===== config.mk =====
export PLATFORM = sky130hd
export DESIGN_NAME = graph_dfs_with_degree_count_unit
export DESIGN_NICKNAME = d
export VERILOG_FILES = /design/src/rtl/core/gdc_pkg.sv /design/src/rtl/core/gdc_ctrl.sv /design/src/rtl/core/gdc_dpath.sv /design/src/rtl/core/graph_dfs_with_degree_count_unit.sv
export SDC_FILE = /design/constraint.sdc
export NUM_CORES = 2
export LEC_CHECK = 0
export ABC_AREA = 1
export BUFFER_PORTS_ARGS = -buffer_cell sky130_fd_sc_hd__clkbuf_2
export CAP_MARGIN = 15
export CORE_ASPECT_RATIO = 0.8
export CORE_MARGIN = 10
export CORE_UTILIZATION = 52
export CTS_BUF_LIST = sky130_fd_sc_hd__clkbuf_4 sky130_fd_sc_hd__clkbuf_8
export CTS_CLUSTER_SIZE = 20
export DETAILED_ROUTE_END_ITERATION = 8
export MAX_ROUTING_LAYER = met4
export PLACE_DENSITY = 0.67
export SLEW_MARGIN = 20
export SYNTH_ARGS = -nofsm -noshare
export SYNTH_HDL_FRONTEND = slang
export SYNTH_SLANG_ARGS = --single-unit

===== constraint.sdc =====
create_clock -name clock -period 31.6 [get_ports clock]
set_clock_uncertainty 0.15 [all_clocks]
set_input_delay 6.32 -clock clock [delete_from_list [all_inputs] [get_ports clock]]
set_output_delay 6.32 -clock clock [all_outputs]
set_load 0.03 [all_outputs]

===== src/rtl/core/gdc_pkg.sv =====
`timescale 1ns / 1ps
`default_nettype none
// ----------------------------------------------------------------------------
// Graph walk package
// Shared types, sizes and helper functions for the depth-first walk unit.
// ----------------------------------------------------------------------------
package gdc_pkg;

   // Graph size and derived storage sizes.
   localparam int NUM_VERTICES = 16;
   localparam int ROW_W        = 16;
   localparam int VERTEX_W     = 4;
   localparam int DEGREE_W     = 5;
   localparam int STACK_DEPTH  = NUM_VERTICES * NUM_VERTICES;
   localparam int SP_W         = $clog2(STACK_DEPTH);
   localparam int CNT_W        = $clog2(STACK_DEPTH + 1);

   // Row bits at or above the vertex count are dropped on load.
   localparam logic [ROW_W-1:0] ROW_MASK = (NUM_VERTICES >= ROW_W) ? {ROW_W{1'b1}} :
      ROW_W'((64'd1 << NUM_VERTICES) - 64'd1);

   // Command codes of the input word.
   localparam logic KIND_LOAD  = 1'b0;
   localparam logic KIND_START = 1'b1;

   typedef struct packed {
      logic                kind;
      logic [VERTEX_W-1:0] row_index;
      logic [ROW_W-1:0]    row_bits;
      logic [VERTEX_W-1:0] start_vertex;
   } req_word_type;

   typedef struct packed {
      logic [VERTEX_W-1:0] vertex;
      logic [DEGREE_W-1:0] degree;
      logic                last;
   } rsp_word_type;

   // Commands from the controller to the datapath.
   typedef struct packed {
      logic load_row;
      logic start_walk;
      logic pop;
      logic visit;
      logic push;
      logic finish;
   } cmd_type;

   // Status from the datapath to the controller.
   typedef struct packed {
      logic count_zero;
      logic cand_skip;
      logic mask_zero;
      logic held_valid;
      logic out_free;
   } status_type;

   // True when a vertex number lies inside the graph.
   function automatic logic vertex_in_range(input logic [VERTEX_W-1:0] v);
      logic [31:0] wide;
      wide = {{(32-VERTEX_W){1'b0}}, v};
      return wide < 32'(NUM_VERTICES);
   endfunction

   // Number of set bits in a row.
   function automatic logic [DEGREE_W-1:0] count_bits(input logic [ROW_W-1:0] row);
      logic [DEGREE_W-1:0] n;
      n = '0;
      for (int i = 0; i < ROW_W; i++) begin
         n = n + DEGREE_W'(row[i]);
      end
      return n;
   endfunction

endpackage : gdc_pkg
`default_nettype wire


===== src/rtl/core/gdc_ctrl.sv =====
`timescale 1ns / 1ps
`default_nettype none
// ----------------------------------------------------------------------------
// Walk controller
// State machine that sequences loads, stack pops, visits and neighbor pushes.
// ----------------------------------------------------------------------------
module gdc_ctrl
   import gdc_pkg::*;
(
   input  wire logic         clock,
   input  wire logic         reset,
   input  wire logic         req_valid,
   input  wire logic         req_kind,
   output logic              req_ready,
   input  wire status_type   status,
   output cmd_type           cmd
);

   typedef enum logic [2:0] {
      ST_IDLE,
      ST_POP,
      ST_READ,
      ST_CHECK,
      ST_PUSH,
      ST_FINISH
   } state_type;

   state_type state_ff;
   state_type state_in;
   logic      req_take;

   assign req_ready = (state_ff == ST_IDLE);
   assign req_take  = req_valid && req_ready;

   // Next state and commands.
   always_comb begin
      state_in = state_ff;
      cmd      = '0;
      case (state_ff)
         ST_IDLE: begin
            if (req_take) begin
               if (req_kind == KIND_START) begin
                  cmd.start_walk = 1'b1;
                  state_in       = ST_POP;
               end else begin
                  cmd.load_row = 1'b1;
               end
            end
         end
         ST_POP: begin
            if (status.count_zero) begin
               state_in = ST_FINISH;
            end else begin
               cmd.pop  = 1'b1;
               state_in = ST_READ;
            end
         end
         ST_READ: begin
            // The popped word comes back from the stack memory through its read register.
            state_in = ST_CHECK;
         end
         ST_CHECK: begin
            if (status.cand_skip) begin
               state_in = ST_POP;
            end else if (!status.held_valid || status.out_free) begin
               cmd.visit = 1'b1;
               state_in  = ST_PUSH;
            end
         end
         ST_PUSH: begin
            if (status.mask_zero) begin
               state_in = ST_POP;
            end else begin
               cmd.push = 1'b1;
            end
         end
         ST_FINISH: begin
            if (!status.held_valid) begin
               state_in = ST_IDLE;
            end else if (status.out_free) begin
               cmd.finish = 1'b1;
               state_in   = ST_IDLE;
            end
         end
         default: begin
            state_in = ST_IDLE;
         end
      endcase
   end

   // State register.
   always_ff @(posedge clock) begin
      if (reset) begin
         state_ff <= ST_IDLE;
      end else begin
         state_ff <= state_in;
      end
   end

endmodule : gdc_ctrl
`default_nettype wire


===== src/rtl/core/gdc_dpath.sv =====
`timescale 1ns / 1ps
`default_nettype none
// ----------------------------------------------------------------------------
// Walk datapath
// Adjacency rows, visited marks, pending stack memory, held result and the
// output register.
// ----------------------------------------------------------------------------
module gdc_dpath
   import gdc_pkg::*;
(
   input  wire logic         clock,
   input  wire logic         reset,
   input  wire req_word_type req_word,
   input  wire cmd_type      cmd,
   output status_type        status,
   output logic              rsp_valid,
   input  wire logic         rsp_ready,
   output rsp_word_type      rsp_word
);

   logic [ROW_W-1:0]    adj_ff [ROW_W];
   logic [ROW_W-1:0]    visited_ff;
   logic [VERTEX_W-1:0] stack_mem [STACK_DEPTH];
   logic [VERTEX_W-1:0] rd_ff;
   logic [CNT_W-1:0]    count_ff;
   logic [ROW_W-1:0]    mask_ff;
   logic [VERTEX_W-1:0] held_vertex_ff;
   logic [DEGREE_W-1:0] held_degree_ff;
   logic                held_valid_ff;
   rsp_word_type        rsp_ff;
   logic                rsp_valid_ff;

   logic [ROW_W-1:0]    cand_row;
   logic [ROW_W-1:0]    mask_in;
   logic [VERTEX_W-1:0] pick_idx;
   logic [CNT_W-1:0]    pop_cnt;
   logic                start_ok;
   logic                stack_wr;
   logic [SP_W-1:0]     stack_waddr;
   logic [VERTEX_W-1:0] stack_wdata;
   logic                out_free;

   // Candidate row and the neighbors still to be pushed.
   assign cand_row = adj_ff[rd_ff];
   assign mask_in  = cand_row & ~(visited_ff | (ROW_W'(1) << rd_ff));
   assign pop_cnt  = count_ff - CNT_W'(1);
   assign start_ok = vertex_in_range(req_word.start_vertex);
   assign out_free = !rsp_valid_ff || rsp_ready;

   // Lowest pending neighbor goes first.
   always_comb begin
      pick_idx = '0;
      for (int i = ROW_W - 1; i >= 0; i--) begin
         if (mask_ff[i]) begin
            pick_idx = VERTEX_W'(i);
         end
      end
   end

   // Stack write port: the start vertex or a neighbor.
   always_comb begin
      stack_wr    = 1'b0;
      stack_waddr = count_ff[SP_W-1:0];
      stack_wdata = pick_idx;
      if (cmd.start_walk) begin
         stack_wr    = start_ok;
         stack_waddr = '0;
         stack_wdata = req_word.start_vertex;
      end else if (cmd.push) begin
         stack_wr = (count_ff < CNT_W'(STACK_DEPTH));
      end
   end

   // Pending stack memory with registered read data.
   always_ff @(posedge clock) begin
      if (stack_wr) begin
         stack_mem[stack_waddr] <= stack_wdata;
      end
      if (cmd.pop) begin
         rd_ff <= stack_mem[pop_cnt[SP_W-1:0]];
      end
   end

   // Adjacency rows.
   always_ff @(posedge clock) begin
      if (reset) begin
         for (int i = 0; i < ROW_W; i++) begin
            adj_ff[i] <= '0;
         end
      end else if (cmd.load_row && vertex_in_range(req_word.row_index)) begin
         adj_ff[req_word.row_index] <= req_word.row_bits & ROW_MASK;
      end
   end

   // Visited marks, stack count and neighbor mask.
   always_ff @(posedge clock) begin
      if (reset) begin
         visited_ff <= '0;
         count_ff   <= '0;
         mask_ff    <= '0;
      end else begin
         if (cmd.start_walk) begin
            visited_ff <= '0;
            count_ff   <= start_ok ? CNT_W'(1) : '0;
         end else if (cmd.pop) begin
            count_ff <= pop_cnt;
         end else if (stack_wr) begin
            count_ff <= count_ff + CNT_W'(1);
         end
         if (cmd.visit) begin
            visited_ff[rd_ff] <= 1'b1;
            mask_ff           <= mask_in;
         end else if (cmd.push) begin
            mask_ff[pick_idx] <= 1'b0;
         end
      end
   end

   // The newest visited vertex waits here until the walk knows if it is last.
   always_ff @(posedge clock) begin
      if (reset) begin
         held_valid_ff <= 1'b0;
      end else if (cmd.start_walk || cmd.finish) begin
         held_valid_ff <= 1'b0;
      end else if (cmd.visit) begin
         held_valid_ff <= 1'b1;
      end
      if (cmd.visit) begin
         held_vertex_ff <= rd_ff;
         held_degree_ff <= count_bits(cand_row);
      end
   end

   // Output register.
   always_ff @(posedge clock) begin
      if (reset) begin
         rsp_valid_ff <= 1'b0;
      end else if ((cmd.visit && held_valid_ff) || cmd.finish) begin
         rsp_valid_ff <= 1'b1;
      end else if (rsp_ready) begin
         rsp_valid_ff <= 1'b0;
      end
      if ((cmd.visit && held_valid_ff) || cmd.finish) begin
         rsp_ff.vertex <= held_vertex_ff;
         rsp_ff.degree <= held_degree_ff;
         rsp_ff.last   <= cmd.finish;
      end
   end

   assign rsp_valid = rsp_valid_ff;
   assign rsp_word  = rsp_ff;

   // Status back to the controller.
   assign status.count_zero = (count_ff == '0);
   assign status.cand_skip  = !vertex_in_range(rd_ff) || visited_ff[rd_ff];
   assign status.mask_zero  = (mask_ff == '0);
   assign status.held_valid = held_valid_ff;
   assign status.out_free   = out_free;

endmodule : gdc_dpath
`default_nettype wire


===== src/rtl/core/graph_dfs_with_degree_count_unit.sv =====
`timescale 1ns / 1ps
`default_nettype none
// ----------------------------------------------------------------------------
// Depth-first walk with degree count
// Loads an adjacency bit matrix and walks it depth first from a start vertex.
// ----------------------------------------------------------------------------
// A load word stores one adjacency row and returns nothing. A start word
// clears the visited marks and walks the graph with an explicit stack,
// returning one word per visited vertex (vertex, row bit count) with last
// set on the final one. The walk runs on one single-port stack memory:
// each pop goes through address, registered read and check, a newly
// visited vertex then pushes its unvisited neighbors one by one, and the
// walk ends by finding the stack empty and releasing the final word. The
// walk also waits while a word must go out and the output register is
// not free. No new word is accepted until the walk is done; a finished
// result may still sit in the output register.
// ----------------------------------------------------------------------------
module graph_dfs_with_degree_count_unit
   import gdc_pkg::*;
(
   input  wire logic         clock,
   input  wire logic         reset,
   input  wire logic         req_valid,
   output logic              req_ready,
   input  wire req_word_type req_word,
   output logic              rsp_valid,
   input  wire logic         rsp_ready,
   output rsp_word_type      rsp_word
);

   cmd_type    cmd;
   status_type status;

   gdc_ctrl u_ctrl (
      .clock     (clock),
      .reset     (reset),
      .req_valid (req_valid),
      .req_kind  (req_word.kind),
      .req_ready (req_ready),
      .status    (status),
      .cmd       (cmd)
   );

   gdc_dpath u_dpath (
      .clock     (clock),
      .reset     (reset),
      .req_word  (req_word),
      .cmd       (cmd),
      .status    (status),
      .rsp_valid (rsp_valid),
      .rsp_ready (rsp_ready),
      .rsp_word  (rsp_word)
   );

   // A new word is only taken once the previous walk has released its result.
   assert property (@(posedge clock) disable iff (reset)
      req_ready |-> !status.held_valid)
      else $error("input accepted while a walk result is still held");

   // The output register is never overwritten while its word is waiting.
   assert property (@(posedge clock) disable iff (reset)
      (cmd.finish || (cmd.visit && status.held_valid)) |-> status.out_free)
      else $error("output register overwritten");

   // The final word always carries a held vertex.
   assert property (@(posedge clock) disable iff (reset)
      cmd.finish |-> status.held_valid)
      else $error("final word without a visited vertex");

   // A push only happens while neighbors are pending.
   assert property (@(posedge clock) disable iff (reset)
      cmd.push |-> !status.mask_zero)
      else $error("push with no pending neighbor");

endmodule : graph_dfs_with_degree_count_unit
`default_nettype wire


Word level (Yosys, flattened, before mapping)
Memories as Yosys holds them, arrays and structs flattened. A register that Yosys moved wholly into a read port is not among the register bits.
Index checks and enable logic that the tools add are counted.
{ "word_totals": {"n_memories": 2, "register_bits": 65, "ram_bits": 1280, "inputBits": 29, "wordCells": 143, "out_inout_bits": 12} }
{ "op_classes": {"eq_ne": 10, "reduce_logical": 21, "muxes": 69, "order_cmp": 5, "add_sub_neg": 17, "bitwise": 6, "shifts": 1} }
{ "memory_table": {"columns": ["name", "words", "width", "read_ports", "rd_clocked_by_memory_dff", "wr", "line", "text"], "rows": [
  ["u_dpath.stack_mem", 256, 4, 1, 1, 1, "gdc_dpath.sv:23", "logic [VERTEX_W-1:0] stack_mem [STACK_DEPTH];"],
  ["u_dpath.adj_ff", 16, 16, 1, 0, 16, "gdc_dpath.sv:21", "logic [ROW_W-1:0] adj_ff [ROW_W];"]
]} }
{ "op_table": {"columns": ["operator", "n"], "rows": [
  ["16-bit two-way mux", 6],
  ["4-bit two-way mux", 18],
  ["5-bit by 1-bit adder with 5-bit output", 14],
  ["16-bit AND", 2],
  ["16-bit inverter", 2],
  ["16-bit OR", 2],
  ["1-bit two-way mux", 28],
  ["3-bit two-way mux", 8],
  ["9-bit two-way mux", 2],
  ["3-bit one-hot mux with 6 select lines", 1],
  ["16-bit logical NOT", 1],
  ["16-bit OR reduction", 1],
  ["1-bit by 4-bit left shift with 16-bit output, first input constant", 1],
  ["4-bit by 5-bit less-than comparator with 1-bit output, second input constant", 2],
  ["9-bit by 1-bit adder with 9-bit output, second input constant", 1],
  ["9-bit logical NOT", 1],
  ["9-bit less-than comparator, second input constant", 1],
  ["9-bit by 1-bit subtractor with 9-bit output, second input constant", 1],
  ["1-bit demux with 4-bit select", 2],
  ["4-bit by 1-bit greater-or-equal comparator with 1-bit output, second input constant", 2],
  ["8-bit two-way mux", 1],
  ["3-bit by 2-bit == test with 1-bit output, second input constant", 2],
  ["3-bit == test, second input constant", 2],
  ["2-bit inequality test, second input constant", 3],
  ["14 further kinds", 25]
]} }

Depth between registers and ports, before layout
{ "depth": {"word_depth": 24, "depth_mapped": 19} }

Hierarchy
From an unflattened synthesis, not the netlist that was laid out.
{ "unflattened": {"cells_unflattened": 4524, "area_unflattened_um2": 55719.7} }
{ "modules_own_cells": {"columns": ["mod", "n_inst", "area_per_inst_um2", "cells_per_inst"], "rows": [
  ["gdc_dpath", 1, 55429.4, 4472],
  ["gdc_ctrl", 1, 290.3, 52]
]} }

Least setup slack after synthesis
Ideal clock, no wire load.
{ "synth_path": {"kind": "in2reg", "from": "in req_valid", "to": "mem u_dpath.stack_mem[0][1] (data pin)", "required_ns": 29.256, "setup_time_ns": 2.194, "path_slack_ns": 12.648, "arrival_time_ns": 16.609, "stages": 4, "path_cell_list": "nand3_1 inv_1 buf_2 o21ai_0"} }
{ "synth_via": {"elab_chain_len": 4} }
{ "synth_rtl": {"columns": ["element", "line", "text"], "rows": [
  ["start: declaration", "graph_dfs_with_degree_count_unit.sv:23", "input wire logic req_valid,"],
  ["1-bit logical AND", "gdc_ctrl.sv:33", "assign req_take = req_valid && req_ready;"],
  ["2-bit two-way mux", "gdc_ctrl.sv:41", "if (req_take) begin"],
  ["2-bit two-way mux", "gdc_ctrl.sv:39", "case (state_ff)"],
  ["4-bit two-way mux", "gdc_dpath.sv:65", "if (cmd.start_walk) begin"],
  ["named net u_dpath.stack_wdata[1]", "gdc_dpath.sv:40", "logic [VERTEX_W-1:0] stack_wdata;"],
  ["end: declaration", "gdc_dpath.sv:23", null]
]} }
The timed path passes the listed nets, and every way through them passes these cells.

Worst setup path after layout
{ "layout_path": {"from": "in req_valid", "to": "mem u_dpath.stack_mem[114][1] (data pin)"} }
The elaborated chain is that of the path after synthesis.

==> summary.txt <==
Detailed routing
  – Pre-antenna DRT Iters: 6
  – Via density: 6.227
  – DRC Markers: 0
  – Final WL: 153,200 um
  – 1st-iter DRT viols: 5,012
  – Drt wl/cell: 25.04 um
  – Vias: 38,100
  – Post-route ant nets: 0

STA
  – Final hold violation count: 0
  – PnR worst setup slack: 20.99 ns
  – Relative slew slack: 24.16%
  – RSZ-0062 raised after global routing: false
  – Fmax: 0.09424 GHz
  – Min Hold Slack: 0.2742 ns
  – Fin crit share: 33.58%
  – Fin Setup TNS: 0 ns
  – Max Slew Vio Count: 0
  – Tmin final: 10.61 ns
  – Worst-Margin Slew: 1.138 ns
  – Setup Viol. Count Final: 0

Final layout
  – Register Area: 40,050 um^2
  – Ratio of cells with drive above 1 in the final layout: 9.981%
  – Nets: 4,589
  – Layout Utilization: 57.26%
  – Synthesis-to-layout area growth: 9.106%
  – Area of the multi-input gates: 13,950 um^2
  – Layout filler cell count: 8,576

Critical path
  – Worst EP required: 32.02 ns
  – CP most frequent cell: buf_4
  – Crit Path Max Fanout: 77
  – Worst EP arrival: 11.04 ns
  – RR Endpoint: u_dpath.held_degree_ff[2]
  – R2R Path Start: u_dpath.rd_ff[1]
  – Worst setup EP type: flop
  – Slowest cell on crit path: o21ai_4
  – Worst setup SP type: primary input
  – CP max stage delay: 0.89 ns
  – R2r setup slk: 24.65 ns
  – CP Class: in -> reg
  – Worst R2R Path Depth: 18
  – Worst path cell trace: clkbuf_2, nand3_1, inv_1, o21ai_4, buf_4, buf_4, buf_4

Global routing
  – Overflow after GRT: 0
  – First-pass GRT wire length: 227,700 um
  – Gr usage total: 25.22%
  – Initial antenna violation count: 4
  – Largest net degree at the start of global routing: 186
  – Number of global-route vias before repair: 36,050

Logic synthesis
  – Post-synth top cells: 1,303 x edfxtp_1, 1,079 x nor2_1, 556 x o21ai_0
  – Syn_nets: 4,614
  – Top post-synthesis cells by area: edfxtp_1 70%, nor2_1 7.2%, o21ai_0 5.0%
  – Yosys cell types: 50
  – Seq cells post-synth: 1,349
  – Synthesized area per cell: 12.25 um^2
  – Number of flops mapped to enable cells by yosys: 1,303
  – Cell area after synthesis: 55,920 um^2
  – Top-count cell post-synth: edfxtp_1
  – Yosys top cell area share: 69.96%
  – Synth area leader: edfxtp_1
  – Ys async rst share: 0%
  – Sequential share of the synthesized area: 71.61%
  – Top_reg_cell synth: edfxtp_1
  – Post-synthesis cell count: 4,567
  – Ys Warns: 0

Power and ir drop
  – P per Cell Area: 110.0 nW/um^2
  – Worst vdd ir: 0.1294 mV
  – Pleak: 0.02034 uW

CTS
  – Root Buffer: clkbuf_8
  – CTS buffer count: 199
  – Post_cts resized: 0
  – Clock Path Buffers: 3
  – Clock slew at reported path FFs: 0.07 ns
  – H-tree depth: 4
  – Skew-Pair Late Insertion Delay: 0.95 ns
  – Post-CTS setup buffer count: 0
  – Hold_buf cts: 0
  – TritonCTS clock tree: built
  – CTS sink cnt: 1,349

Floorplan
  – Rows: 107
  – Starting density of the core: 52.48%
  – Die Width: 386.7 um
  – Die Area: 121,100 um^2
  – DIE HEIGHT: 313.3 um
  – Core Region: 106,600 um^2
  – Ports: 41

Status
  – Status: finished clean

Hold path
  – WHS Path Cells: 0
  – Hold Path Class: reg -> reg
  – Hold Crit Start: u_dpath.held_degree_ff[4]
  – Hold EP: u_dpath.rsp_word[5]

Place
  – Routability cong.: 0.9159
  – Port bufs: 40
  – Pre-CTS WS: 20.08 ns
  – DPL Wire Length: 90,070 um

Run
  – Max cap viols: 0
## where the power goes
part / leakage, uW / internal, uW / switching [uW]
sequential: 0.0126 / 2490 / 34.3
clock: 0.00209 / 728 / 685
combinational: 0.00565 / 668 / 2110
total: 0.0203 / 3890 / 2820
## per-layer routing
| metal | GRT usage, % | vias to the layer above | routed length (um) |
|---|---|---|---|
| met2 | 33.74 | 2326 | 64220 |
| met1 | 36.67 | 18710 | 65520 |
| met3 | 7.650 | 256 | 19950 |
| li1 | - | 16810 | - |
| met5 | - | - | 0 |
| met4 | 7.681 | 0 | 3485 |
## cells by family after synthesis
group / Yosys count / share of synthesized area [%]
fa+ha+maj: 18 / 0.5370
simple gates: 1618 / 11.75
flops: 1349 / 71.61
xor+xnor: 9 / 0.1879
buf+inv: 482 / 3.629
compound gates: 1069 / 11.89
mux: 22 / 0.3938
## worst max-delay path, delay by kind of cell
family / cells / cell delay [ns]
buffers and inverters: 5 / 3.16
AO/OA/AOI/OAI: 1 / 0.89
AND/OR/NAND/NOR: 1 / 0.55
## registers in the layout, summed over array words and instances, names as in the netlist
signal,flops
u_dpath.count_ff,9
u_dpath.mask_ff,16
u_ctrl.state_ff,3
u_dpath.held_degree_ff,5
u_dpath.rsp_word,10
u_dpath.visited_ff,16
u_dpath.held_vertex_ff,4
u_dpath.held_valid_ff,1
u_dpath.rd_ff,4
u_dpath.rsp_valid,1
u_dpath.stack_mem,1024
u_dpath.adj_ff,256
## worst max-delay path by stage
stage,start,end,cells past startpoint
after floorplan,req_valid,u_dpath.stack_mem[0][1],4
after global placement,req_valid,u_dpath.stack_mem[236][1],7
after detailed placement,req_valid,u_dpath.stack_mem[249][1],7
after CTS,req_valid,u_dpath.stack_mem[23][1],7
after global routing,req_valid,u_dpath.stack_mem[114][1],7
final,req_valid,u_dpath.stack_mem[114][1],7
## final cells by class
cell class	count	area share [%]
Sequential cell	1349	65.64
Multi-Input combinational cell	2736	22.87
Clock buffer	276	5.477
Tap cell	1417	2.906
Timing Repair Buffer	99	1.157
Inverter	157	0.9925
Clock inverter	82	0.9535
Antenna cell	2	0.008202
## placed cells by master, fill, tap and decap left out, types with 40 or more instances in the layout
cell	synthesis	layout
clkbuf_4	0	73
o21ai_0	556	552
nor2_1	1079	1078
clkinv_1	4	48
o221ai_1	183	183
clkbuf_8	0	203
nand3_1	234	233
o22ai_1	90	90
o211ai_1	54	54
inv_1	137	135
dfxtp_1	46	45
nand2_1	232	232
buf_4	15	54
clkbuf_2	0	40
a22oi_1	104	104
edfxtp_1	1303	1303
a21oi_1	48	48
## stage by stage
step	power (uW)	instance area [um^2]	instances
after floorplan	4554	55920	4567
after global placement	5245	57090	5758
after detailed placement	5280	57090	5758
after CTS	6677	61010	6116
after global routing	7054	61020	6118
final	6712	61020	6118
Note: power is estimated with default switching activity, not from simulation.
